File: config.mk
export PLATFORM = sky130hd
export DESIGN_NAME = mf3_median
export DESIGN_NICKNAME = d
export VERILOG_FILES = /design/src/median_filter_3x3_stream_unit_defines.svh /design/src/mf3_pkg.sv /design/src/mf3_median.sv
export SDC_FILE = /design/constraint.sdc
export NUM_CORES = 1
export LEC_CHECK = 0
export ABC_CLOCK_PERIOD_IN_PS = 8100
export BUFFER_PORTS_ARGS = -buffer_cell sky130_fd_sc_hd__buf_2
export CAP_MARGIN = 40
export CORE_ASPECT_RATIO = 0.6
export CORE_UTILIZATION = 60
export DETAILED_ROUTE_END_ITERATION = 12
export HOLD_SLACK_MARGIN = 0.06
export PLACE_DENSITY = 0.9
export SETUP_SLACK_MARGIN = 0.5
export SYNTH_ARGS = -nofsm -noshare
export SYNTH_HDL_FRONTEND = slang
export SYNTH_SLANG_ARGS = --single-unit
File: constraint.sdc
create_clock -name clk -period 8.1 [get_ports clk]
set_clock_uncertainty 0.2 [all_clocks]
set_input_delay 1.215 -clock clk [delete_from_list [all_inputs] [get_ports clk]]
set_output_delay 1.215 -clock clk [all_outputs]
set_load 0.02 [all_outputs]
File: src/median_filter_3x3_stream_unit_defines.svh
// Assertion macros for the 3x3 median filter stream unit.
// Expects signals clk and rst_n in the scope of use; no other dependencies.
`ifndef MEDIAN_FILTER_3X3_STREAM_UNIT_DEFINES_SVH
`define MEDIAN_FILTER_3X3_STREAM_UNIT_DEFINES_SVH

// Same-cycle implication, checked outside reset.
`define MF3_ASSERT_IMPL(lbl, pre, post) \
  lbl: assert property (@(posedge clk) disable iff (!rst_n) (pre) |-> (post)) \
    else $error("mf3 assertion failed");

// Next-cycle implication, checked outside reset.
`define MF3_ASSERT_NEXT(lbl, pre, post) \
  lbl: assert property (@(posedge clk) disable iff (!rst_n) (pre) |=> (post)) \
    else $error("mf3 assertion failed");

`endif

File: src/mf3_pkg.sv
// Shared types and constants for the 3x3 median filter stream unit.
// No dependencies; imported by every module of the block.
package mf3_pkg;

  localparam int PIX_W     = 8;
  localparam int DIM_W     = 12;
  localparam int CFG_IDX_W = 1;
  localparam int MIN_DIM   = 3;
  localparam int DIM_MAX   = 4095;

  localparam logic [DIM_W-1:0] WIDTH_RST  = 12'd1920;
  localparam logic [DIM_W-1:0] HEIGHT_RST = 12'd1080;

  typedef logic [PIX_W-1:0] pix_t;
  typedef logic [8:0][PIX_W-1:0] win_t;

  typedef enum logic {
    OP_PUSH  = 1'b0,
    OP_DRAIN = 1'b1
  } op_t;

  typedef enum logic [CFG_IDX_W-1:0] {
    REG_FRAME_WIDTH  = 1'b0,
    REG_FRAME_HEIGHT = 1'b1
  } cfg_reg_t;

  typedef struct packed {
    logic vld;
    logic border;
    logic last;
  } mf3_tag_t;

  typedef struct packed {
    logic busy;
    logic done;
  } mf3_div_stat_t;

endpackage

File: src/mf3_median.sv
// Three-stage 3x3 median network with border bypass and output register.
// Depends on mf3_pkg for pixel, window and tag types.
module mf3_median
  import mf3_pkg::*;
(
  input  logic     clk,
  input  logic     rst_n,
  input  logic     en,
  input  win_t     win,
  input  mf3_tag_t tag_in,
  output pix_t     pix_out,
  output mf3_tag_t tag_out
);

  function automatic pix_t min2(input pix_t a, input pix_t b);
    min2 = (a < b) ? a : b;
  endfunction

  function automatic pix_t max2(input pix_t a, input pix_t b);
    max2 = (a > b) ? a : b;
  endfunction

  function automatic pix_t med3(input pix_t a, input pix_t b, input pix_t c);
    med3 = max2(min2(a, b), min2(max2(a, b), c));
  endfunction

  logic [2:0][PIX_W-1:0] mn2_r, md2_r, mx2_r;
  pix_t                  ctr2_r, ctr3_r;
  mf3_tag_t              tag2_r, tag3_r, tag4_r;
  pix_t                  lo3_r, mi3_r, hi3_r;
  pix_t                  pix4_r;

  // Stage 2: sort each window column.
  always_ff @(posedge clk) begin
    if (en) begin
      for (int k = 0; k < 3; k++) begin
        mn2_r[k] <= min2(min2(win[3*k], win[3*k+1]), win[3*k+2]);
        md2_r[k] <= med3(win[3*k], win[3*k+1], win[3*k+2]);
        mx2_r[k] <= max2(max2(win[3*k], win[3*k+1]), win[3*k+2]);
      end
      ctr2_r <= win[4];
    end
  end

  // Stage 3: max of mins, median of mids, min of maxes.
  always_ff @(posedge clk) begin
    if (en) begin
      lo3_r  <= max2(max2(mn2_r[0], mn2_r[1]), mn2_r[2]);
      mi3_r  <= med3(md2_r[0], md2_r[1], md2_r[2]);
      hi3_r  <= min2(min2(mx2_r[0], mx2_r[1]), mx2_r[2]);
      ctr3_r <= ctr2_r;
    end
  end

  // Stage 4: final median or centre pass-through at the border.
  always_ff @(posedge clk) begin
    if (en) begin
      pix4_r <= tag3_r.border ? ctr3_r : med3(lo3_r, mi3_r, hi3_r);
    end
  end

  always_ff @(posedge clk) begin
    if (!rst_n) begin
      tag2_r <= '0;
      tag3_r <= '0;
      tag4_r <= '0;
    end else if (en) begin
      tag2_r <= tag_in;
      tag3_r <= tag2_r;
      tag4_r <= tag3_r;
    end
  end

  assign pix_out = pix4_r;
  assign tag_out = tag4_r;

endmodule

# Word-level counts from Yosys, hierarchy flattened
# Cells that the tools add are included.
dict set report classes {
  order_cmp 30
  n_mux 31
}
# cell count
set ops {}
lappend ops {{8-bit two-way mux} 31}
lappend ops {{8-bit greater-than comparator} 15}
lappend ops {{8-bit < comparator} 15}
dict set report word_totals {
  regBits 129
  word_cells 85
}

# Longest topological paths before layout
dict set report logic_depth {
  ltp_word 7
  depth_mapped 26
}

# Worst setup path after synthesis
# No wires, ideal clock.
dict set report synth_timing {
  kind {input -> register}
  startpoint {in win[33] in the netlist's numbering}
  endpoint {reg md2_r[10] in the netlist's numbering, data pin}
  setup_ns 0.274
  t_arrival_ns 5.236
  required_ns 7.626
  slack_ns 2.390
  cell_stages 23
  cell_sequence {inv_1 ha_1 nor2b_1 o211ai_1 a21oi_2 o22ai_2 mux2_2 ha_1 a21o_1 a21o_1 a21oi_1 o21ai_1 buf_2 mux2i_1 ha_1 nor2b_1 o21a_1 o21a_1 o21a_1 o21bai_1 a22oi_1 buf_1 mux2i_1}
}
dict set report synth_between {
  elab_chain_len 6
  elab_cells_between_ends 8
  classes_between {4 x order compare; 4 x mux}
}
# element line
set synth_rtl {}
lappend synth_rtl {{start: declaration} mf3_median.sv:9} ;# input win_t win,
lappend synth_rtl {{8-bit greater-than comparator} mf3_median.sv:20} ;# max2 = (a > b) ? a : b;
lappend synth_rtl {{8-bit two-way mux} mf3_median.sv:20}
lappend synth_rtl {{8-bit < comparator} mf3_median.sv:16} ;# min2 = (a < b) ? a : b;
lappend synth_rtl {{8-bit two-way mux} mf3_median.sv:16}
lappend synth_rtl {{8-bit greater-than comparator} mf3_median.sv:20}
lappend synth_rtl {{8-bit two-way mux (*)} mf3_median.sv:20}
lappend synth_rtl {{end signal: indexed assignment} mf3_median.sv:38} ;# md2_r[k] <= med3(win[3*k], win[3*k+1], win[3*k+2]);
lappend synth_rtl {{end: declaration} mf3_median.sv:27} ;# logic [2:0][PIX_W-1:0] mn2_r, md2_r, mx2_r;
# Every way passes the cells marked *; elsewhere a longest branch is shown, timed or not.
# A chain may end at the register's enable or synchronous reset.

# Final worst setup path
dict set report layout_timing {
  startpoint {reg md2_r[9] in the netlist's numbering}
  endpoint {reg mi3_r[3], data pin}
}
dict set report layout_between {
  elab_chain_len 6
  elab_cells_between_ends 8
  classes_between {4 x order compare; 4 x mux}
}
# element line
set layout_rtl {}
lappend layout_rtl {{8-bit greater-than comparator} mf3_median.sv:20}
lappend layout_rtl {{8-bit two-way mux} mf3_median.sv:20}
lappend layout_rtl {{8-bit < comparator} mf3_median.sv:16}
lappend layout_rtl {{8-bit two-way mux} mf3_median.sv:16}
lappend layout_rtl {{8-bit greater-than comparator} mf3_median.sv:20}
lappend layout_rtl {{8-bit two-way mux (*)} mf3_median.sv:20}
lappend layout_rtl {{end signal: assignment} mf3_median.sv:49} ;# mi3_r <= med3(md2_r[0], md2_r[1], md2_r[2]);
lappend layout_rtl {{end: declaration} mf3_median.sv:30} ;# pix_t lo3_r, mi3_r, hi3_r;
# Marks and branches as above.

==> flow_summary.rst <==
.. list-table::
   :header-rows: 1

   * - Metric
     - Value
   * - Max_cap viols
     - 0
   * - Post-synth top area cell
     - sky130_fd_sc_hd__edfxtp_1
   * - Detailed-route wire length per cell
     - 21.0 um
   * - Aggregate global-route resource usage
     - 31.4%
   * - Final net count
     - 1399
   * - DR iter-0 viols
     - 1214
   * - Final HPWL from detailed placement
     - 22.2 mm
   * - Total number of clock tree sinks
     - 129
   * - Initial Utilization
     - 61.5%
   * - Vias/cell
     - 6.33
   * - Status
     - completed
   * - Max Transition Viols Final
     - 0
   * - Area delta synth->final
     - 11.6%
   * - Crit share post-route
     - 80.3%
   * - Standard cell core area
     - 0.0182 mm2
   * - Number of enable flip-flop cells after synthesis
     - 120
   * - Critical path type
     - register to register
   * - Number of global-route vias before repair
     - 8533
   * - Data required time of the worst path
     - 8.08 ns
   * - Number of placement rows
     - 38
   * - DRC viols
     - 0
   * - Maximum fanout count along the critical path
     - 17
   * - Io pins
     - 89
   * - Final setup margin
     - 1.59 ns
   * - Sequential-to-total area share from yosys stat
     - 33.9%
   * - Number of cells produced by synthesis
     - 1055
   * - Rel. slew slack
     - 31.3%
   * - Layout cells sized above 1
     - 21.9%
   * - Worst vdd ir
     - 278 uV
   * - Stage delay of the slowest cell on the critical path
     - 0.52 ns
   * - Clock tree from TritonCTS
     - built
   * - Signal arrival time at the worst endpoint
     - 6.49 ns
   * - Maximum number of pins on one net before global-route repair
     - 67
   * - Lkg Pwr
     - 0.00599 uW
   * - Fraction of synthesized cell area taken by the top area cell type
     - 32.2%
   * - Final std cells w/o fill
     - 1405
   * - Detailed Routing Iterations Pass 1
     - 6
   * - Die X-Extent
     - 178 um
   * - Port Buffer Count
     - 88
   * - Nature of the critical path endpoint
     - register
   * - Clock latency on the worst-skew pair
     - 0.43 ns
   * - Post-synthesis cell type count
     - 62
   * - Number of inserted diodes
     - 0
   * - Period minus WS final
     - 6.51 ns
   * - Placed cell count
     - 1371
   * - Hold buffers post-CTS
     - 0
   * - Slowest library cell on the worst path
     - sky130_fd_sc_hd__mux2i_1
   * - Placer congestion estimate
     - 0.966
   * - CP Buf/Inv Count
     - 3
   * - Instance count along the most critical hold path
     - 0
   * - Yosys warns
     - 0
   * - Htree depth
     - 4
   * - Antenna violations before repair
     - 2
   * - Cell types occupying the most area after synthesis
     - sky130_fd_sc_hd__edfxtp_1 32%, sky130_fd_sc_hd__ha_1 19%, sky130_fd_sc_hd__mux2_2 9.6%
   * - Grt total ovfl
     - 0
   * - Cell family with most CP delay
     - compound AO/OA/AOI/OAI gates
   * - Number of buffers created by CTS
     - 17
   * - Wire length reported by the detailed router
     - 29.5 mm
   * - FF+latch count, synth
     - 129
   * - Post-synthesis net count
     - 1302
   * - Global-route wire length before repair
     - 45.1 mm
   * - Total power divided by cell area
     - 365 mW/mm2
   * - Setup TNS
     - 0 ns
   * - Transition time at the pin with the least slew margin
     - 1.03 ns
   * - Setup repair after global routing missed its margin
     - no
   * - HP Class
     - register to register
   * - Critical-path cell list
     - inv_1 -> ha_1 -> nor2b_1 -> o211ai_1 -> a21oi_1 -> o21ai_2 -> mux2i_1 -> inv_1 -> ha_1 -> and4_1 -> o211a_1 -> o31ai_1 -> a41o_1 -> and2_4 -> o21ai_0 -> ha_1 -> a21o_1 -> a21oi_1 -> a21o_1 -> a21oi_1 -> buf_4 -> nor2b_1 -> a32oi_1 -> o31a_1
   * - Main flop type after synthesis
     - sky130_fd_sc_hd__edfxtp_1
   * - Final number of hold-violating endpoints
     - 0
   * - Antenna violation net count after detailed routing
     - 0
   * - Post-synthesis area per instance
     - 10.6 um2
   * - Setup slack on the worst flop-to-flop path
     - 1.59 ns
   * - Capture instance of the worst register-to-register path
     - mi3_r[3]$_DFFE_PP_
   * - Full die area
     - 0.0192 mm2
   * - Kind of start point of the critical path
     - register
   * - Placement Setup Slack
     - 1.29 ns
   * - Critical register-to-register path startpoint
     - md2_r[9]$_DFFE_PP_
   * - Hold path endpoint
     - ctr3_r[7]$_DFFE_PP_
   * - Beginning of the worst hold path
     - ctr2_r[7]$_DFFE_PP_
   * - Final count of negative-setup-slack endpoints
     - 0
   * - Register-to-Register Path Depth
     - 24
   * - Fmax
     - 0.154 GHz
   * - Vias
     - 8896
   * - Proportion of register bits with asynchronous set or reset after synthesis
     - 0%
   * - Post-cts resize count
     - 0
   * - Clock transition at the registers of the reported paths
     - 0.07 ns
   * - Clk Tree Root Cell
     - sky130_fd_sc_hd__clkbuf_16
   * - Combined area of all synthesized cells
     - 0.0112 mm2
   * - Post-CTS setup repair buffer count
     - 0
   * - Die span in y
     - 108 um
   * - Buffer levels on the longest clock path
     - 2
[cell usage in the layout, fill, tap and decap left out, types with 7 or more instances in the layout]
cell type and count:
sky130_fd_sc_hd__a32oi_1 7, sky130_fd_sc_hd__nand2_1 25, sky130_fd_sc_hd__nand4_1 24, sky130_fd_sc_hd__o211ai_1 7
sky130_fd_sc_hd__nand3_1 20, sky130_fd_sc_hd__inv_1 153, sky130_fd_sc_hd__a21o_1 26, sky130_fd_sc_hd__edfxtp_1 120
sky130_fd_sc_hd__a31oi_1 7, sky130_fd_sc_hd__and2_1 8, sky130_fd_sc_hd__o31a_1 8, sky130_fd_sc_hd__mux2_4 7
sky130_fd_sc_hd__nor2_1 30, sky130_fd_sc_hd__mux2i_1 102, sky130_fd_sc_hd__o21a_1 20, sky130_fd_sc_hd__nand2b_1 7
sky130_fd_sc_hd__nor2b_1 28, sky130_fd_sc_hd__mux2_2 95, sky130_fd_sc_hd__buf_4 9, sky130_fd_sc_hd__a21oi_1 43
sky130_fd_sc_hd__dfxtp_1 9, sky130_fd_sc_hd__o21ai_0 30, sky130_fd_sc_hd__clkbuf_16 17, sky130_fd_sc_hd__o21bai_1 7
sky130_fd_sc_hd__buf_2 87, sky130_fd_sc_hd__or2_1 8, sky130_fd_sc_hd__o31ai_1 9, sky130_fd_sc_hd__ha_1 169
[logic make-up after synthesis]
logic type,after synthesis,synth area share (%)
AO/OA/AOI/OAI,205,13.1
multiplexers,204,19.6
flip-flops,129,33.9
AND/OR/NAND/NOR,177,8.51
adder cells (fa/ha/maj),169,18.9
buffers and inverters,171,5.97
[area by class of cell]
cell class,instances,area [um2]
Inverter,153,574
Timing Repair Buffer,96,503
Clock buffer,17,425
Tap cell,240,300
Fill cell,1239,5690
Clock inverter,15,161
Sequential cell,129,3780
Multi-Input combinational cell,755,6730
[power breakdown]
part | leakage (uW) | internal, uW | switching [uW]
logic | 0.00446 | 1150 | 1510
registers | 0.00125 | 994 | 122
clock network | 0.000281 | 437 | 343
total | 0.00599 | 2580 | 1970
[cell usage after synthesis, types with 24 or more instances]
| cell type | number |
|---|---|
| sky130_fd_sc_hd__nand2_1 | 25 |
| sky130_fd_sc_hd__inv_1 | 153 |
| sky130_fd_sc_hd__a21oi_1 | 43 |
| sky130_fd_sc_hd__nand4_1 | 24 |
| sky130_fd_sc_hd__mux2i_1 | 102 |
| sky130_fd_sc_hd__nor2b_1 | 28 |
| sky130_fd_sc_hd__o21ai_0 | 30 |
| sky130_fd_sc_hd__edfxtp_1 | 120 |
| sky130_fd_sc_hd__ha_1 | 169 |
| sky130_fd_sc_hd__a21o_1 | 26 |
| sky130_fd_sc_hd__nor2_1 | 30 |
| sky130_fd_sc_hd__mux2_2 | 95 |
[metrics by stage]
step / power, uW / cell area [um2] / utilization [%] / hold slack [ns]
final: 4550 / 12500 / 68.7 / 0.221
after CTS: 4480 / 12500 / 68.6 / 0.216
after global routing: 4830 / 12500 / 68.7 / 0.227
after detailed placement: 3640 / 11900 / 65.4 / 0.205
after floorplan: 3000 / 11200 / - / 0.200
after global placement: 3520 / 11900 / 65.3 / 0.205
[worst register-to-register path, delay by kind of cell (launching register included)]
family / cells / cell delay [ns]
AO/OA/AOI/OAI: 13 / 2.61
adder cells (fa/ha/maj): 3 / 0.91
buffers and inverters: 3 / 0.38
flip-flops: 1 / 0.48
multiplexers: 1 / 0.53
AND/OR/NAND/NOR: 4 / 1.16
[registers in the layout, summed over array words and instances (netlist names)]
register  cells
md2_r        24
mn2_r        24
mx2_r        24
ctr2_r        8
ctr3_r        8
hi3_r         8
lo3_r         8
mi3_r         8
pix_out       8
tag2_r        3
tag3_r        3
tag_out       3
[metal layers]
layer | up-vias | share of wire [%] | wire length, um | track usage (%)
li1 | 4102 | - | - | -
met1 | 4244 | 44 | 13100 | 44.8
met2 | 489 | 42 | 12500 | 46.0
met3 | 61 | 11 | 3170 | 8.37
met4 | 0 | 2.5 | 746 | 10.0
met5 | - | 0 | 0 | 0.833
[how the worst max path moves through the flow]
stage / startpoint / to / slack, ns / depth (start not counted)
floorplan: win[33] / md2_r[10]$_DFFE_PP_ / 2.39 / 23
global placement: win[1] / md2_r[1]$_DFFE_PP_ / 1.34 / 22
detailed placement: win[33] / md2_r[11]$_DFFE_PP_ / 1.29 / 24
CTS: win[33] / md2_r[10]$_DFFE_PP_ / 1.63 / 24
global route: md2_r[9]$_DFFE_PP_ / mi3_r[3]$_DFFE_PP_ / 1.32 / 24
finish: md2_r[9]$_DFFE_PP_ / mi3_r[3]$_DFFE_PP_ / 1.59 / 24
No activity file was read; power rests on OpenSTA's default activity.
