File: src/median_filter_3x3_stream_unit_defines.svh
// Assertion macros for the 3x3 median filter stream unit.
// Expects signals clk and rst_n in the scope of use; no other dependencies.
`ifndef MEDIAN_FILTER_3X3_STREAM_UNIT_DEFINES_SVH
`define MEDIAN_FILTER_3X3_STREAM_UNIT_DEFINES_SVH

// Same-cycle implication, checked outside reset.
`define MF3_ASSERT_IMPL(lbl, pre, post) \
  lbl: assert property (@(posedge clk) disable iff (!rst_n) (pre) |-> (post)) \
    else $error("mf3 assertion failed");

// Next-cycle implication, checked outside reset.
`define MF3_ASSERT_NEXT(lbl, pre, post) \
  lbl: assert property (@(posedge clk) disable iff (!rst_n) (pre) |=> (post)) \
    else $error("mf3 assertion failed");

`endif

File: src/mf3_pkg.sv
// Shared types and constants for the 3x3 median filter stream unit.
// No dependencies; imported by every module of the block.
package mf3_pkg;

  localparam int PIX_W     = 8;
  localparam int DIM_W     = 12;
  localparam int CFG_IDX_W = 1;
  localparam int MIN_DIM   = 3;
  localparam int DIM_MAX   = 4095;

  localparam logic [DIM_W-1:0] WIDTH_RST  = 12'd1920;
  localparam logic [DIM_W-1:0] HEIGHT_RST = 12'd1080;

  typedef logic [PIX_W-1:0] pix_t;
  typedef logic [8:0][PIX_W-1:0] win_t;

  typedef enum logic {
    OP_PUSH  = 1'b0,
    OP_DRAIN = 1'b1
  } op_t;

  typedef enum logic [CFG_IDX_W-1:0] {
    REG_FRAME_WIDTH  = 1'b0,
    REG_FRAME_HEIGHT = 1'b1
  } cfg_reg_t;

  typedef struct packed {
    logic vld;
    logic border;
    logic last;
  } mf3_tag_t;

  typedef struct packed {
    logic busy;
    logic done;
  } mf3_div_stat_t;

endpackage

File: src/mf3_div.sv
// Bit-serial restoring divider, one quotient bit per cycle.
// Depends on mf3_pkg for the status struct.
module mf3_div
  import mf3_pkg::*;
#(
  parameter int DIVIDEND_W = 23,
  parameter int DIVISOR_W  = 12
)
(
  input  logic                  clk,
  input  logic                  rst_n,
  input  logic                  start,
  input  logic [DIVIDEND_W-1:0] dividend,
  input  logic [DIVISOR_W-1:0]  divisor,
  output logic [DIVIDEND_W-1:0] quotient,
  output logic [DIVISOR_W-1:0]  remainder,
  output mf3_div_stat_t         stat
);

  localparam int CNT_BITS = $clog2(DIVIDEND_W + 1);

  logic [CNT_BITS-1:0]   cnt_r;
  logic                  done_r;
  logic [DIVIDEND_W-1:0] dq_r;
  logic [DIVISOR_W-1:0]  rem_r;
  logic [DIVISOR_W:0]    trial;
  logic [DIVISOR_W:0]    diff;
  logic                  take;

  always_comb begin
    trial = {rem_r, dq_r[DIVIDEND_W-1]};
    diff  = trial - {1'b0, divisor};
    take  = trial >= {1'b0, divisor};
  end

  always_ff @(posedge clk) begin
    if (!rst_n) begin
      cnt_r  <= '0;
      done_r <= 1'b0;
    end else if (start) begin
      cnt_r  <= CNT_BITS'(DIVIDEND_W);
      done_r <= 1'b0;
    end else begin
      if (cnt_r != '0) begin
        cnt_r <= cnt_r - 1'b1;
      end
      done_r <= (cnt_r == CNT_BITS'(1));
    end
  end

  // Shift quotient bits in from the bottom as the dividend moves out the top.
  always_ff @(posedge clk) begin
    if (start) begin
      dq_r  <= dividend;
      rem_r <= '0;
    end else if (cnt_r != '0) begin
      dq_r  <= {dq_r[DIVIDEND_W-2:0], take};
      rem_r <= take ? diff[DIVISOR_W-1:0] : trial[DIVISOR_W-1:0];
    end
  end

  assign quotient  = dq_r;
  assign remainder = rem_r;
  assign stat.busy = (cnt_r != '0) || done_r;
  assign stat.done = done_r;

endmodule

File: config.mk
export PLATFORM = sky130hd
export DESIGN_NAME = mf3_div
export DESIGN_NICKNAME = d
export VERILOG_FILES = /design/src/median_filter_3x3_stream_unit_defines.svh /design/src/mf3_pkg.sv /design/src/mf3_div.sv
export SDC_FILE = /design/constraint.sdc
export NUM_CORES = 1
export LEC_CHECK = 0
export BUFFER_PORTS_ARGS = -buffer_cell sky130_fd_sc_hd__buf_2
export CAP_MARGIN = 20
export CELL_PAD_IN_SITES_DETAIL_PLACEMENT = 0
export CELL_PAD_IN_SITES_GLOBAL_PLACEMENT = 1
export CORE_MARGIN = 2
export CORE_UTILIZATION = 35
export CTS_CLUSTER_DIAMETER = 200
export DETAILED_ROUTE_END_ITERATION = 12
export GPL_TIMING_DRIVEN = 0
export PLACE_DENSITY = 0.84
export SYNTH_ARGS = -nofsm -noshare
export SYNTH_HDL_FRONTEND = slang
export SYNTH_SLANG_ARGS = --single-unit
File: constraint.sdc
create_clock -name clk -period 2.05 [get_ports clk]
set_input_delay 0.205 -clock clk [delete_from_list [all_inputs] [get_ports clk]]
set_output_delay 0.205 -clock clk [all_outputs]
set_load 0.05 [all_outputs]
* Yosys cells after proc, flatten, opt, wreduce, memory -nomap -nowiden
Index checks and enable logic that the tools add are counted.
** Cells by class
- Add/sub/neg operators :: 2
- $lt $le $gt $ge :: 1
- Equality and inequality tests :: 1
- Multiplexer cells :: 5
- Bitwise gates (word level) :: 1
- Reductions and logical operators :: 4
** Operators with widths (count)
- 2-to-1 mux 23 bit :: 2
- >= comparator 13 x 12 -> 1 bit :: 1
- 2-to-1 mux 12 bit :: 1
- subtractor 12 bit :: 1
- 2-to-1 mux 5 bit :: 2
- == test 5 x 1 -> 1 bit (second input constant) :: 1
- nonzero test 5 bit :: 1
- subtractor 5 x 1 -> 5 bit (second input constant) :: 1
- nonzero test 2 bit :: 1
- OR reduction 2 bit :: 1
- logical OR 1 bit :: 1
- inverter 1 bit :: 1
** Word-level totals
- Register bits :: 41
- Bits of input ports :: 38
- Output and inout port bits :: 37
- Logic and storage cells :: 19

* Longest topological paths before layout
Gate-level depths: netlist of run 1.
- Word-level depth :: 3
- Mapped depth :: 10
- Gate-level depth less buffers :: 10

* Worst setup path before layout of run 1
No wires, ideal clock.
- Path type :: flip-flop to flip-flop
- From :: register rem_r[5] (netlist: remainder[5])
- To :: register dq_r[0] (netlist: quotient[0]) (data pin)
- Setup time :: 0.260 ns
- Data arrival time :: 2.318 ns
- Data required time :: 1.790 ns
- Setup slack :: -0.528 ns
- Stages on the path, launching flop included :: 10
- Clock period less this slack :: 2.578 ns
- Path through :: dfxtp_1 > ha_1 > buf_6 > a211oi_2 > o21bai_1 > a31o_1 > o2111ai_2 > buf_6 > nand2_2 > mux2_2
** Between the ends
- Cells in the longest elaborated chain, start to end :: 3
** Ends and longest elaborated chain
- start: declaration :: line mf3_div.sv:25 : logic [DIVISOR_W-1:0] rem_r;
- start signal: assignment :: line mf3_div.sv:58 : rem_r <= take ? diff[DIVISOR_W-1:0] : trial[DIVISOR_W-1:0];
- >= comparator 13 x 12 -> 1 bit :: line mf3_div.sv:33 : take = trial >= {1'b0, divisor};
- 2-to-1 mux 23 bit :: line mf3_div.sv:56 : end else if (cnt_r != '0) begin
- 2-to-1 mux 23 bit :: line mf3_div.sv:53 : if (start) begin
- end signal: assignment :: line mf3_div.sv:54 : dq_r <= dividend;
- end signal: assignment :: line mf3_div.sv:57 : dq_r <= {dq_r[DIVIDEND_W-2:0], take};
- end: declaration :: line mf3_div.sv:24 : logic [DIVIDEND_W-1:0] dq_r;
Every way passes these cells. The select of a mux whose other input is x is not followed.
A chain may end at the register's enable or synchronous reset.

* Final worst setup path of run 1
- From :: register dq_r[22] (netlist: quotient[22])
- To :: register rem_r[6] (netlist: remainder[6])
** Between the ends
- Cells in the longest elaborated chain, start to end :: 2
- Elaborated cells between the ends (all ways) :: 3
- Classes of those cells :: add/sub (1); order compare (1); mux (1)
** Ends and longest elaborated chain (line)
- subtractor 12 bit or >= comparator 13 x 12 -> 1 bit (tied branches) :: mf3_div.sv:32, mf3_div.sv:33
- 2-to-1 mux 12 bit * :: mf3_div.sv:58
Mark *: on every way between the ends. The rest lies on a longest branch, timed or not.

==> impl_metrics.py, run 1 <==
metrics = {
    "detailed_routing": {
        "antenna_left": 0,
        "wire_per_inst_um": 14.3,
        "dr_wl_met3_um": 255,
        "wl_mm": 6.28,
        "dr_wl_met2_mm": 3.13,
        "drt_iter0_drc": 117,
        "wirelength_met1_mm": 2.82,
        "vias": 2200,
        "vias_per_cell": 5.02,
        "drt-pass1-iter-count": 4,
        "drc_errors": 0,
        "top_layer": "met4",
    },
    "floorplan": {
        "fp.dieW_um": 88.5,
        "die_h_um": 88.5,
        "core_area_sq_um": 6830,
        "io_pins": 75,
        "die_area_sq_um": 7830,
        "fp-row-count": 30,
        "start_util_pct": 36.6,
    },
    "logic_synthesis": {
        "ys_ff_latch": 41,
        "synthArstFlopShare_pct": 0,
        "synth_area_per_cell_sq_um": 10.3,
        "synth_edf_count": 23,
        "synth-seq-area-share_pct": 42.1,
        "syn_area_sq_um": 2500,
        "yosys_warnings": 0,
        "syn_nets": 295,
        "ys_top_cells_by_area": "edfxtp_1 28%, dfxtp_1 14%, mux2_2 10%",
        "synth_top_area_share_pct": 27.7,
        "synth.distinct_cells": 54,
        "synth-main-ff-cell": "edfxtp_1",
        "netlist_instances": 242,
        "yosysTopAreaCell": "edfxtp_1",
    },
    "cts": {
        "clock-root-buffer": "clkbuf_8",
        "cts.clk_slew.worst_paths_ns": 0.07,
        "clockBufferDepth": 2,
        "cts.sinks": 41,
        "cts_buffers": 5,
        "tritoncts": "built",
        "cts_max_level": 2,
        "clock_latency_ns": 0.29,
    },
    "power_and_ir_drop": {
        "peakVddDrop_uv": 446,
        "p_leak_nw": 1.48,
        "p_per_area_nw_per_um2": 1340,
        "power_mw": 4.56,
    },
    "sta": {
        "fin_crit_ns": 2.29,
        "grt_setup_unrepaired": "true",
        "max_slew.worst_pin.slew_ns": 0.512,
        "timing.final.hold_violations": 0,
        "setup_violations": 13,
        "slew_headroom_pct": 65.9,
        "skew_ns": 0.00707,
        "max_freq_mhz": 437,
        "maxSlewViolCount": 0,
        "fin_crit_sh_pct": 112,
        "setup_slack_ns": -0.240,
    },
    "critical_path": {
        "cp.required_ns": 2.25,
        "start_kind": "register",
        "end_kind": "register",
        "r2r_slack_ns": -0.24,
        "worstSetupStartpoint": "quotient[22]",
        "r2r-end": "remainder[6]",
        "critPathKind": "reg -> reg",
        "critPathArrivalTime_ns": 2.49,
        "crit_fanout": 2,
        "worstRegToRegCells": 10,
        "reg2reg_from": "quotient[22]",
        "cp-endpoint": "remainder[6]",
    },
    "finish": {
        "antenna_cells": 0,
        "syn_to_final_growth_pct": 35.6,
        "finalNetCount": 394,
        "final_area_sq_um": 3390,
        "layout-drive-gt1-share_pct": 49.4,
    },
    "place": {
        "port_buffers": 73,
        "gp_congestion": 0.846,
        "place_area_sq_um": 3010,
        "hpwl_mm": 4.61,
    },
    "global_route": {
        "grt_overflow_total": 0,
        "grt_antenna_before_repair": 0,
        "grt_pass1_wl_mm": 9.63,
        "grt_max_degree": 13,
        "grt_usage_pct": 15.7,
        "grt_pass1_vias": 2012,
    },
    "hold_path": {
        "hold_path_class": "in -> reg",
    },
    "outcome": {
        "violations": "setup timing",
        "status": "finished with violations",
    },
    "flow_run": {
        "drv_cap": 0,
    },
}
==> metrics by stage <==
| step | instances | worst slack, ns | utilization (%) | hold slack [ns] | setup TNS (ns) |
|---|---|---|---|---|---|
| 2_1_floorplan | 242 | -0.397 | - | 0.322 | -1.34 |
| 3_3_place_gp | 411 | -0.348 | 44.1 | 0.493 | -6.05 |
| 3_5_place_dp | 411 | -0.372 | 44.1 | 0.498 | -7.30 |
| 4_1_cts | 430 | -0.274 | 48.2 | 0.186 | -1.25 |
| 5_1_grt | 438 | -0.370 | 49.6 | 0.191 | -2.82 |
| 6_report | 438 | -0.240 | 49.6 | 0.196 | -1.49 |
==> cell usage after synthesis, types with 3 or more instances <==
cell / count
edfxtp_1: 23
mux2_2: 23
dfxtp_1: 18
inv_1: 18
nor2_1: 18
nand2_1: 15
ha_1: 14
a21oi_1: 8
nand3_1: 8
nand4_1: 8
o21a_1: 7
clkbuf_1: 6
o211ai_1: 6
nor3_1: 5
o21ai_0: 5
xnor2_1: 4
a211oi_1: 3
a21o_1: 3
xor2_1: 3
==> logic make-up after synthesis <==
family	count (synthesis)	share of synthesized area, %
compound gates	56	17.5
flops	41	42.1
fa+ha+maj	15	7.82
mux	24	10.8
xor+xnor	7	2.45
simple gates	70	14.0
buf+inv	29	5.31
==> layer usage <==
metal,up-vias,GRT usage (%)
met2,55,26.0
met3,8,2.24
li1,1094,-
met5,-,0
met4,0,4.13
met1,1043,21.6
==> what timing repair did <==
action	4_1_cts	5_1_grt
buffers inserted	10	9
setup endpoints to repair	36	14
cloned	1	0
gates resized for setup	20	10
hold buffers	0	0
pin swaps	12	11
==> state kept, by name (all words and copies together), names as in the netlist <==
register	flops
remainder	12
done_r	1
quotient	23
cnt_r	5
==> cell type report <==
type                            instances  area, sq um
Buffer                                 10         60.1
Sequential cell                        41         1070
Timing Repair Buffer                   92          508
Clock buffer                            6         72.6
Inverter                               18         71.3
Clock inverter                          2         33.8
Multi-Input combinational cell        172         1440
Fill cell                             673         3440
Tap cell                               96          120
Timing Repair inverter                  1         7.51
==> report_power, final <==
part	internal, mW	leakage, nW	total [mW]	switching [mW]
logic	1.01	1.03	2.65	1.64
registers	1.11	0.395	1.28	0.171
clock network	0.360	0.0528	0.628	0.269
==> critical path, cell delays in order, from the launching register on <==
cell and delay [ns]:
edfxtp_1 0.41, inv_2 0.11, ha_4 0.14, inv_2 0.03, fa_2 0.33, a211o_1 0.33
a21o_4 0.24, a21oi_2 0.14, xnor2_1 0.12, o21ai_1 0.10, a311oi_2 0.26
==> cells in the final DEF (no fill, tap or decap), drive strengths merged, types with 4 or more instances in the layout <==
cell type   n
o21a        7
nand4       8
nor2       19
nand3       9
o211ai      6
a211oi      4
mux2       23
xnor2       4
edfxtp     23
clkbuf     13
ha         14
dfxtp      18
buf        95
o21ai       7
a21oi      10
inv        17
nand2      16
nor3        5
==> worst min-delay path by stage <==
stage              endpoint         start  cells after the start
2_1_floorplan      cnt_r[0]         rst_n                      1
3_3_place_gp   remainder[2]  remainder[2]                      2
3_5_place_dp       cnt_r[2]         rst_n                      2
4_1_cts            cnt_r[0]         rst_n                      2
5_1_grt            cnt_r[1]         rst_n                      2
6_report           cnt_r[0]         rst_n                      2
(Power assumes the default switching activity.)
==> run 2, diff against run 1 <==
- GPL_TIMING_DRIVEN: 0 -> not set
- SETUP_SLACK_MARGIN: not set -> 0.2
- TNS_END_PERCENT: not set -> 1
==> run 2 against run 1 <==
Effect of this change: sequential cell count stayed put; sequential power is 5% lower; count of clock-buffer cells in the layout stayed put; via count is 0.73% higher; largest cell class unchanged; the run still ends with setup timing left.
==> impl_metrics.py, run 2 (synthesis results as in run 1) <==
metrics = {
    "cts": {
        "cts.sinks": 41,
        "cts_max_level": 2,
        "tritoncts": "built",
        "cts_buffers": 5,
        "cts_hold_buf": 0,
        "clock_latency_ns": 0.29,
        "clockBufferDepth": 2,
        "cts.clk_slew.worst_paths_ns": 0.09,
        "clock-root-buffer": "clkbuf_8",
    },
    "sta": {
        "maxSlewViolCount": 0,
        "setup_slack_ns": -0.208,
        "timing.final.hold_violations": 0,
        "max_freq_mhz": 443,
        "fin_crit_ns": 2.26,
        "setup_tns_ns": -0.528,
        "setup_violations": 8,
        "max_slew.worst_pin.slew_ns": 0.612,
        "grt_setup_unrepaired": "true",
        "skew_ns": 0.00427,
        "slew_headroom_pct": 59.2,
        "fin_crit_sh_pct": 110,
        "hold_ws_ns": 0.185,
    },
    "critical_path": {
        "r2r-end": "remainder[6]",
        "crit_fanout": 2,
        "critPathArrivalTime_ns": 2.46,
        "r2r_slack_ns": -0.21,
        "critPathKind": "reg -> reg",
        "cp.required_ns": 2.25,
        "reg2reg_from": "quotient[22]",
        "end_kind": "register",
        "worstRegToRegCells": 10,
        "start_kind": "register",
    },
    "power_and_ir_drop": {
        "peakVddDrop_uv": 626,
        "power_mw": 4.55,
        "p_per_area_nw_per_um2": 1340,
        "p_leak_nw": 1.57,
    },
    "finish": {
        "final_cell_mix": "73 x buf_2, 40 x buf_4, 23 x mux2_2, 23 x edfxtp_1, 17 x inv_1",
        "antenna_cells": 0,
        "final_area_sq_um": 3400,
        "syn_to_final_growth_pct": 36.1,
        "mostFrequentLayoutCell": "buf_2",
        "finalNetCount": 406,
        "largest_reg_flops": 23,
        "layout-drive-gt1-share_pct": 49.7,
    },
    "outcome": {
        "status": "finished with violations",
        "violations": "setup timing",
    },
    "global_route": {
        "grt_antenna_before_repair": 0,
        "grt_max_degree": 29,
        "grt_pass1_vias": 2171,
        "grt_usage_pct": 17.0,
        "grt_pass1_wl_mm": 10.3,
        "grt_overflow_total": 0,
    },
    "hold_path": {
        "hp-start": "rst_n",
        "min_to": "cnt_r[0]",
        "hold_path_class": "in -> reg",
        "worstHoldPathCells": 2,
    },
    "floorplan": {
        "die_area_sq_um": 7830,
        "io_pins": 75,
        "fp-row-count": 30,
        "core_area_sq_um": 6830,
        "die_h_um": 88.5,
        "fp.dieW_um": 88.5,
        "start_util_pct": 36.6,
    },
    "flow_run": {
        "drv_cap": 0,
    },
    "detailed_routing": {
        "antenna_left": 0,
        "drt-pass1-iter-count": 4,
        "wl_mm": 6.57,
        "drc_errors": 0,
        "vias": 2216,
        "drt_iter0_drc": 157,
        "vias_per_cell": 4.92,
        "wire_per_inst_um": 14.6,
    },
    "place": {
        "gp_congestion": 0.838,
        "place_area_sq_um": 3230,
        "hpwl_mm": 5.05,
        "port_buffers": 74,
    },
}
==> run 2: worst max-delay path: stages (launching register included) <==
cell and delay, ns:
edfxtp_1 0.41, inv_2 0.08, ha_2 0.17, inv_1 0.05, fa_2 0.33, a211o_1 0.31
a21o_1 0.22, a21oi_2 0.16, xnor2_1 0.12, o21ai_1 0.09, a311oi_2 0.23
==> run 2: final cells by class <==
class                   instances  area (sq um)
repair buffers                115           684
fillers                       662          3430
clock buffers                   6          82.6
clock inverters                 2          13.8
flip-flops and latches         41          1060
inverters                      18          67.6
multi-input cells             172          1370
well taps                      96           120
==> run 2: where the power goes <==
group	internal (mW)	total (mW)	switching [mW]
registers	1.09	1.21	0.125
logic	1.08	2.75	1.67
clock network	0.274	0.580	0.306
total	2.44	4.55	2.10
==> run 2: worst max-delay path by stage <==
| stage | endpoint | cells after the start | from | slack, ns |
|---|---|---|---|---|
| floorplan | remainder[6] | 10 | quotient[22] | -0.40 |
| global placement | remainder[6] | 10 | quotient[22] | -0.16 |
| detailed placement | remainder[6] | 10 | quotient[22] | -0.22 |
| CTS | remainder[6] | 10 | quotient[22] | -0.21 |
| global route | remainder[10] | 10 | quotient[22] | -0.35 |
| finish | remainder[6] | 10 | quotient[22] | -0.21 |
==> run 2: repair_timing <==
item,CTS,global route
gates resized for setup,6,9
endpoints found under the setup margin,37,14
setup buffers,1,1
pin swaps,2,1
==> run 2: layer usage <==
layer / wire, um / part of all wire [%] / global-route usage [%]
met3: 270 / 4.1 / 2.33
met1: 2910 / 44 / 22.8
met2: 3340 / 51 / 28.5
met5: 0 / 0 / 0
met4: 57 / 0.87 / 5.10
==> run 2: stage by stage <==
stage	util [%]	setup WS, ns	std cells
after floorplan	-	-0.397	242
after detailed placement	47.3	-0.224	440
final	49.8	-0.208	450
after CTS	49.1	-0.214	449
after global routing	49.8	-0.352	450
after global placement	47.3	-0.162	440
==> run 3, diff against run 2 <==
- TNS_END_PERCENT: 1 -> not set
==> run 3 against run 2 <==
Effect of this change: the flow still finishes with violations (setup timing); power is 9.1% higher; sequential power up 4%; first-iteration DRC count is 10% higher; final cell count grew 0.67%; die area is the same; clock skew grew 0.0038 ns; clock power increased by 22%; core utilization up 2.7 points; cell area grew 5.3%.
==> impl_metrics.py, run 3 (synthesis results as in run 1) <==
metrics = {
    "global_route": {
        "grt_pass1_vias": 2222,
        "grt_overflow_total": 0,
        "grt_antenna_before_repair": 0,
        "grt_pass1_wl_mm": 10.9,
        "grt_usage_pct": 18.0,
        "grt_max_degree": 34,
    },
    "critical_path": {
        "worstRegToRegCells": 10,
        "r2r-end": "remainder[6]",
        "cp-endpoint": "remainder[6]",
        "critPathKind": "reg -> reg",
        "reg2reg_from": "quotient[22]",
        "start_kind": "register",
        "critPathArrivalTime_ns": 2.47,
        "cp.required_ns": 2.26,
        "crit_fanout": 2,
        "end_kind": "register",
        "worstSetupStartpoint": "quotient[22]",
        "r2r_slack_ns": -0.21,
    },
    "floorplan": {
        "die_h_um": 88.5,
        "fp.dieW_um": 88.5,
        "core_area_sq_um": 6830,
        "start_util_pct": 36.6,
        "die_area_sq_um": 7830,
        "fp-row-count": 30,
        "io_pins": 75,
    },
    "power_and_ir_drop": {
        "p_leak_nw": 1.61,
        "internal-power_mw": 2.72,
        "swShare_pct": 45.2,
        "peakVddDrop_uv": 553,
        "p_comb_share_pct": 60.2,
        "p_per_area_nw_per_um2": 1390,
        "seqPwrFrac_pct": 25.5,
        "power_switching_mw": 2.24,
        "clkPwrFrac_pct": 14.3,
    },
    "detailed_routing": {
        "drc_errors": 0,
        "wl_mm": 7.13,
        "vias": 2269,
        "antenna_left": 0,
        "vias_per_cell": 5.01,
        "drt_iter0_drc": 173,
        "drt-pass1-iter-count": 4,
        "wire_per_inst_um": 15.7,
    },
    "finish": {
        "final_cell_mix": "73 x buf_2, 41 x buf_4, 23 x mux2_2, 23 x edfxtp_1, 16 x inv_1",
        "antenna_cells": 0,
        "layout-drive-gt1-share_pct": 53.8,
        "syn_to_final_growth_pct": 43.4,
        "finalNetCount": 409,
        "final_area_sq_um": 3580,
        "largest_reg_flops": 23,
        "mostFrequentLayoutCell": "buf_2",
    },
    "flow_run": {
        "drv_cap": 0,
    },
    "place": {
        "place_area_sq_um": 3210,
        "gp_congestion": 0.813,
        "hpwl_mm": 5.03,
        "port_buffers": 74,
        "dp_slack_ns": -0.225,
    },
    "sta": {
        "skew_ns": 0.00809,
        "setup_slack_ns": -0.211,
        "maxSlewViolCount": 0,
        "setup_violations": 9,
        "slew_headroom_pct": 55.8,
        "max_slew.worst_pin.slew_ns": 0.663,
        "fin_crit_ns": 2.26,
        "timing.final.hold_violations": 0,
        "fin_crit_sh_pct": 110,
        "max_freq_mhz": 442,
        "grt_setup_unrepaired": "true",
    },
    "cts": {
        "clock-root-buffer": "clkbuf_8",
        "cts_buffers": 5,
        "cts.sinks": 41,
        "cts_max_level": 2,
        "clock_latency_ns": 0.29,
        "cts.clk_slew.worst_paths_ns": 0.09,
        "cts_hold_buf": 0,
        "clockBufferDepth": 2,
        "tritoncts": "built",
    },
    "hold_path": {
        "hold_path_class": "in -> reg",
        "worstHoldPathCells": 2,
    },
    "outcome": {
        "status": "finished with violations",
        "violations": "setup timing",
    },
}
[run 3: cell types whose count changed in the layout (fill, tap and decap cells not counted), moves of 2 or more]
| cell | change |
|---|---|
| a21oi_2 | -2 |
| a21oi_4 | +2 |
| buf_6 | +2 |
| dfxtp_1 | -4 |
| dfxtp_4 | +3 |
| ha_1 | -3 |
| ha_4 | +3 |
[run 3: metal layers]
| layer | vias up | GRT usage, % | share of wire (%) |
|---|---|---|---|
| met5 | - | 0 | 0 |
| met4 | 0 | 5.65 | 1.6 |
| met3 | 10 | 1.87 | 2.9 |
| met1 | 1089 | 23.7 | 44 |
| li1 | 1122 | - | - |
| met2 | 48 | 31.0 | 51 |
[run 3: what timing repair did]
item	in CTS	in global routing
gates resized for setup	21	11
endpoints found under the setup margin	37	37
pin swaps	15	9
buffers inserted	6	4
[run 3: worst min-delay path by stage]
stage / start / end / slack (ns)
CTS: rst_n / cnt_r[1] / 0.18
global route: rst_n / cnt_r[0] / 0.18
detailed placement: remainder[3] / remainder[3] / 0.48
floorplan: rst_n / cnt_r[0] / 0.32
finish: rst_n / cnt_r[1] / 0.19
global placement: remainder[3] / remainder[3] / 0.48
[run 3: critical path, stage by stage, from the launching register on]
cell and delay (ns):
edfxtp_1 0.41, inv_2 0.10, ha_4 0.13, inv_2 0.03, fa_2 0.34, a211o_1 0.29
a21o_1 0.24, a21oi_2 0.16, xnor2_1 0.13, o21ai_1 0.09, a311oi_2 0.25
[run 3: power by group through the flow]
| stage | clock network (mW) | registers, mW | logic [mW] |
|---|---|---|---|
| 4_1_cts | 0.720 | 1.26 | 2.82 |
| 6_report | 0.710 | 1.26 | 2.99 |
| 3_5_place_dp | 0 | 1.27 | 2.60 |
| 2_1_floorplan | 0 | 1.89 | 1.17 |
| 5_1_grt | 0.745 | 1.29 | 3.20 |
| 3_3_place_gp | 0 | 1.26 | 2.58 |
[run 3: final cells by class]
| cell class | count | area, sq um |
|---|---|---|
| Fill cell | 649 | 3250 |
| Multi-Input combinational cell | 172 | 1480 |
| Sequential cell | 41 | 1070 |
| Timing Repair Buffer | 118 | 727 |
| Tap cell | 96 | 120 |
| Clock buffer | 6 | 82.6 |
| Inverter | 18 | 67.6 |
| Clock inverter | 2 | 37.5 |
[run 3: per-stage QoR]
step	power, mW	utilization (%)	TNS, ns	hold slack [ns]	cells
global placement	3.84	47.0	-0.695	0.481	435
CTS	4.80	51.2	-0.606	0.180	449
floorplan	3.06	-	-1.34	0.322	242
global route	5.23	52.4	-1.80	0.179	453
detailed placement	3.87	47.0	-0.960	0.485	435
finish	4.96	52.4	-0.683	0.187	453
